### config.mk
export PLATFORM = sky130hd
export DESIGN_NAME = ssf_cell
export DESIGN_NICKNAME = d
export VERILOG_FILES = /design/src/hdl/ssf_pkg.sv /design/src/hdl/ssf_cell.sv
export SDC_FILE = /design/constraint.sdc
export NUM_CORES = 1
export LEC_CHECK = 0
export ABC_AREA = 1
export ABC_CLOCK_PERIOD_IN_PS = 6100
export BUFFER_PORTS_ARGS = -buffer_cell sky130_fd_sc_hd__buf_2
export CORE_MARGIN = 1
export CORE_UTILIZATION = 40
export CTS_BUF_LIST = sky130_fd_sc_hd__clkbuf_8
export DETAILED_ROUTE_END_ITERATION = 12
export PLACE_DENSITY_LB_ADDON = 0.12
export SYNTH_ARGS = -nofsm -noshare
export SYNTH_HDL_FRONTEND = slang
export SYNTH_SLANG_ARGS = --single-unit
### constraint.sdc
create_clock -name clk_i -period 6.1 [get_ports clk_i]
set_input_delay 1.22 -clock clk_i [delete_from_list [all_inputs] [get_ports clk_i]]
set_output_delay 1.22 -clock clk_i [all_outputs]
set_load 0.02 [all_outputs]
### src/hdl/ssf_pkg.sv
package ssf_pkg;

  // Opcodes of an incoming request.
  localparam logic OP_ADD      = 1'b0;
  localparam logic OP_DISPATCH = 1'b1;

  // Result status codes.
  localparam int unsigned STATUS_BITS = 2;
  localparam logic [STATUS_BITS-1:0] STATUS_ADDED      = 2'd0;
  localparam logic [STATUS_BITS-1:0] STATUS_DISPATCHED = 2'd1;
  localparam logic [STATUS_BITS-1:0] STATUS_EMPTY      = 2'd2;
  localparam logic [STATUS_BITS-1:0] STATUS_FULL       = 2'd3;

  // Width of the pending count field on the result port.
  localparam int unsigned PENDING_BITS = 5;

  // Per-cell control from the sequencer.
  typedef struct packed {
    logic load;   // take the incoming request into this cell
    logic shift;  // take the contents of the next cell (removal)
  } cell_ctrl_t;

endpackage

### src/hdl/ssf_cell.sv
module ssf_cell #(
  parameter int unsigned DEPTH       = 16,
  parameter int unsigned SECTOR_BITS = 48,
  parameter int unsigned TAG_BITS    = 8,
  parameter int unsigned CELL_IDX    = 0,
  parameter int unsigned IDX_W       = $clog2(DEPTH)
) (
  input  logic                   clk_i,
  input  logic                   rst_ni,
  input  ssf_pkg::cell_ctrl_t    ctrl_i,
  input  logic [SECTOR_BITS-1:0] load_sector_i,
  input  logic [TAG_BITS-1:0]    load_tag_i,
  input  logic                   next_valid_i,
  input  logic [SECTOR_BITS-1:0] next_sector_i,
  input  logic [TAG_BITS-1:0]    next_tag_i,
  input  logic [SECTOR_BITS-1:0] head_i,
  input  logic                   prev_found_i,
  input  logic [SECTOR_BITS-1:0] prev_dist_i,
  input  logic [IDX_W-1:0]       prev_idx_i,
  input  logic [SECTOR_BITS-1:0] prev_sector_i,
  input  logic [TAG_BITS-1:0]    prev_tag_i,
  output logic                   valid_o,
  output logic [SECTOR_BITS-1:0] sector_o,
  output logic [TAG_BITS-1:0]    tag_o,
  output logic                   found_o,
  output logic [SECTOR_BITS-1:0] dist_o,
  output logic [IDX_W-1:0]       idx_o,
  output logic [SECTOR_BITS-1:0] best_sector_o,
  output logic [TAG_BITS-1:0]    best_tag_o
);
  import ssf_pkg::*;

  logic                   valid_q;
  logic [SECTOR_BITS-1:0] sector_q;
  logic [TAG_BITS-1:0]    tag_q;
  logic [SECTOR_BITS-1:0] dist_q, dist_d;
  logic                   found_q;
  logic [SECTOR_BITS-1:0] best_dist_q;
  logic [IDX_W-1:0]       best_idx_q;
  logic [SECTOR_BITS-1:0] best_sector_q;
  logic [TAG_BITS-1:0]    best_tag_q;
  logic                   take_own;

  // Cells are kept in arrival order, so a strict compare leaves ties to the older request.
  assign dist_d   = (sector_q >= head_i) ? (sector_q - head_i) : (head_i - sector_q);
  assign take_own = valid_q && (!prev_found_i || (dist_q < prev_dist_i));

  always_ff @(posedge clk_i or negedge rst_ni) begin
    if (!rst_ni) begin
      valid_q <= 1'b0;
      found_q <= 1'b0;
    end else begin
      if (ctrl_i.load) begin
        valid_q <= 1'b1;
      end else if (ctrl_i.shift) begin
        valid_q <= next_valid_i;
      end
      found_q <= take_own || prev_found_i;
    end
  end

  always_ff @(posedge clk_i) begin
    if (ctrl_i.load) begin
      sector_q <= load_sector_i;
      tag_q    <= load_tag_i;
    end else if (ctrl_i.shift) begin
      sector_q <= next_sector_i;
      tag_q    <= next_tag_i;
    end
    dist_q <= dist_d;
    if (take_own) begin
      best_dist_q   <= dist_q;
      best_idx_q    <= IDX_W'(CELL_IDX);
      best_sector_q <= sector_q;
      best_tag_q    <= tag_q;
    end else begin
      best_dist_q   <= prev_dist_i;
      best_idx_q    <= prev_idx_i;
      best_sector_q <= prev_sector_i;
      best_tag_q    <= prev_tag_i;
    end
  end

  assign valid_o       = valid_q;
  assign sector_o      = sector_q;
  assign tag_o         = tag_q;
  assign found_o       = found_q;
  assign dist_o        = best_dist_q;
  assign idx_o         = best_idx_q;
  assign best_sector_o = best_sector_q;
  assign best_tag_o    = best_tag_q;

endmodule

==> summary.txt <==
Status: finished clean
Final Hold Fails: 0
Net Sw Power: 2.74 mW
Min Tclk post-route: 3.49 ns
Most frequent cells after synthesis: 1,136 x nand2_1, 423 x inv_1, 183 x nand3_1, 156 x dfxtp_1, 144 x nor2_1
Post-synth EDFFs: 56
CORE AREA: 40,000 um2
Final Cycle Share: 57.3%
Synthesized flop and latch total: 214
Fmax: 0.286 GHz
Detailed Routing Iterations Pass 1: 6
Cells after DPL: 3,531
CTS H-tree depth: 2
Max-Cap Viols: 0
WL/cell: 17.1 um
Clock Tree Buf Depth: 3
Yosys warning count: 0
Vias in the first global route: 17,100
P_int: 3.53 mW
Num ports: 440
Worst slew margin: 15.8%
Port buffer count: 439
Max Transition Viols Final: 0
Routed WL: 61,800 um
Dominant cell type by area after synthesis: nand2_1
Vias: 17,500
Yosys cell types: 39
Initial core utilization: 40.9%
Hold buffers post-CTS: 0
CP arrival: 3.97 ns
Critical path class: in -> reg
Synthesized cell area: 16,400 um2
Final Instance Area: 19,600 um2
NumNets Final: 3,466
Largest cells by area after synthesis: nand2_1 26%, dfxtp_1 19%, ha_1 11%, edfxtp_1 10%, inv_1 9.7%
HPWL after detailed placement: 51,600 um
Peak VDD IR: 0.206 mV
CTS tree: yes
Hold Crit Class: in -> async
Total track usage: 29.6%
Sw frac: 43.8%
Share of cells above drive strength 1: 17.2%
ANT nets after route: 0
Pin count of the biggest net entering global routing: 109
DP Area: 18,800 um2
Die area: 41,700 um2
Seq/Total Area, Yosys: 29.7%
Setup violations, final: 0
Initial antenna violation count: 7
DRC: 0
Worst Max-Slew Pin Slew: 1.26 ns
Fin Setup TNS: 0 ns
Worst-path clk slew: 0.06 ns
Skew-Pair Late Insertion Delay: 0.62 ns
Crit path max fanout: 27
Layout area overhead: 20.1%
Iter 0 DRT Violations: 1,079
PostCTS Resize Cnt: 0
Critical Path End Type: flop
Setup crit start kind: input pin
Async set-or-reset flop fraction in the synthesized netlist: 0.935%
Clk pwr share: 22.6%
TritonCTS buffer count: 40
Clock sink count: 214
Die width: 204 um
Count leader, synth: nand2_1
Die Ht: 204 um
Non-Filler Instances: 3,607
CTS root buffer: clkbuf_8
Required time at the worst-slack endpoint: 6.58 ns
Leakage power total: 11.8 nW
Reg power frac: 33.3%
Pwr per Cell Area: 319 nW/um2
Final Skew: 0.0485 ns
Avg Synthesized Cell Area: 6.18 um2
Synth top area share: 26.1%
GR Overflow Total: 0
Core Rows: 73
First-pass GRT wire length: 94,400 um
Combinational power share: 44.1%
GPL Wtd Cong: 0.963
Synthesized net count: 3,064
Avg Vias per Cell: 4.85
RSZ-0062 raised after global routing: false
Ys flop type: dfxtp_1
Synth Instances: 2,646
Postcts setup bufs: 0
[per-stage QoR]
step | hold WS (ns) | total power, mW | setup slack [ns] | util [%]
floorplan | 0.450 | 3.88 | 3.12 | -
global placement | 0.454 | 4.84 | 2.12 | 47.1
detailed placement | 0.463 | 4.86 | 2.04 | 47.1
CTS | 0.357 | 6.31 | 2.71 | 49.1
global route | 0.366 | 6.74 | 2.42 | 49.1
finish | 0.409 | 6.27 | 2.61 | 49.1
[sequential cells by signal, indices dropped and copies added, names as in the netlist]
register / count
best_sector_o: 48
tag_o: 8
best_tag_o: 8
dist_o: 48
dist_q: 48
sector_o: 48
valid_o: 1
found_o: 1
idx_o: 4
[path summary, 6_finish.rpt]
path / slack, ns / cells past startpoint / to / from
worst max register to register: 2.80 / 15 / dist_q[2] / sector_o[0]
worst min register to register: 0.47 / 2 / dist_o[0] / dist_q[0]
min in group clk_i: 0.47 / 2 / dist_o[0] / dist_q[0]
max in group asynchronous: 5.58 / 1 / valid_o / rst_ni
worst min-delay path: 0.41 / 1 / valid_o / rst_ni
worst max-delay path: 2.61 / 11 / dist_q[2] / head_i[11]
[layout by cell type, fill, tap and decap left out, types with 7 or more instances in the layout]
| cell type | synthesis | final |
|---|---|---|
| xor2_1 | 53 | 53 |
| nor2_1 | 144 | 144 |
| nand2_1 | 1136 | 1135 |
| o21bai_1 | 10 | 10 |
| edfxtp_1 | 56 | 56 |
| inv_1 | 423 | 438 |
| dfxtp_1 | 156 | 156 |
| ha_1 | 142 | 142 |
| a21oi_1 | 121 | 121 |
| nand2_2 | 8 | 7 |
| clkbuf_8 | 0 | 46 |
| nor3_1 | 12 | 12 |
| nand3_1 | 183 | 183 |
| buf_2 | 21 | 439 |
| nand4_1 | 20 | 20 |
| o21ai_0 | 54 | 54 |
[area by class of cell]
type | instances | area (um2)
flip-flops and latches | 214 | 4860
inverters | 427 | 1600
well taps | 525 | 657
clock inverters | 25 | 163
diodes | 5 | 12.5
fillers | 4281 | 20400
clock buffers | 46 | 633
multi-input cells | 1921 | 9490
repair buffers | 444 | 2230
[layer usage]
metal | GRT usage [%] | up-vias | routed length (um)
met2 | 48.8 | 599 | 28100
met5 | 0 | - | 13
met4 | 8.64 | 2 | 1550
met3 | 4.62 | 77 | 3820
li1 | - | 8902 | -
met1 | 39.6 | 7901 | 28300
[power by group through the flow]
stage / sequential [mW] / combinational [mW] / clock, mW
after floorplan: 2.37 / 1.51 / 0
after global placement: 2.11 / 2.73 / 0
after detailed placement: 2.12 / 2.74 / 0
after CTS: 2.09 / 2.75 / 1.46
after global routing: 2.13 / 3.09 / 1.52
final: 2.09 / 2.76 / 1.42
[kinds of logic (layout without fill, tap and decap cells)]
kind of cell	after synthesis	count (layout)	synth area share, %
adder cells (fa/ha/maj)	144	144	11.1
XOR/XNOR	56	56	3.00
flip-flops	214	214	29.7
buffers and inverters	511	942	12.4
AND/OR/NAND/NOR	1519	1519	37.3
AO/OA/AOI/OAI	202	202	6.56
other	0	5	0
[critical path, cell delays in order]
cell and delay, ns:
buf_2 0.09, inv_1 0.04, ha_1 0.48, nand2_1 0.19, nor2_1 0.30, nand2_1 0.17
nor3_1 0.31, o21ai_2 0.13, nand3_2 0.43, buf_4 0.42, o21ai_0 0.14
No activity file was read; power rests on OpenSTA's default activity.
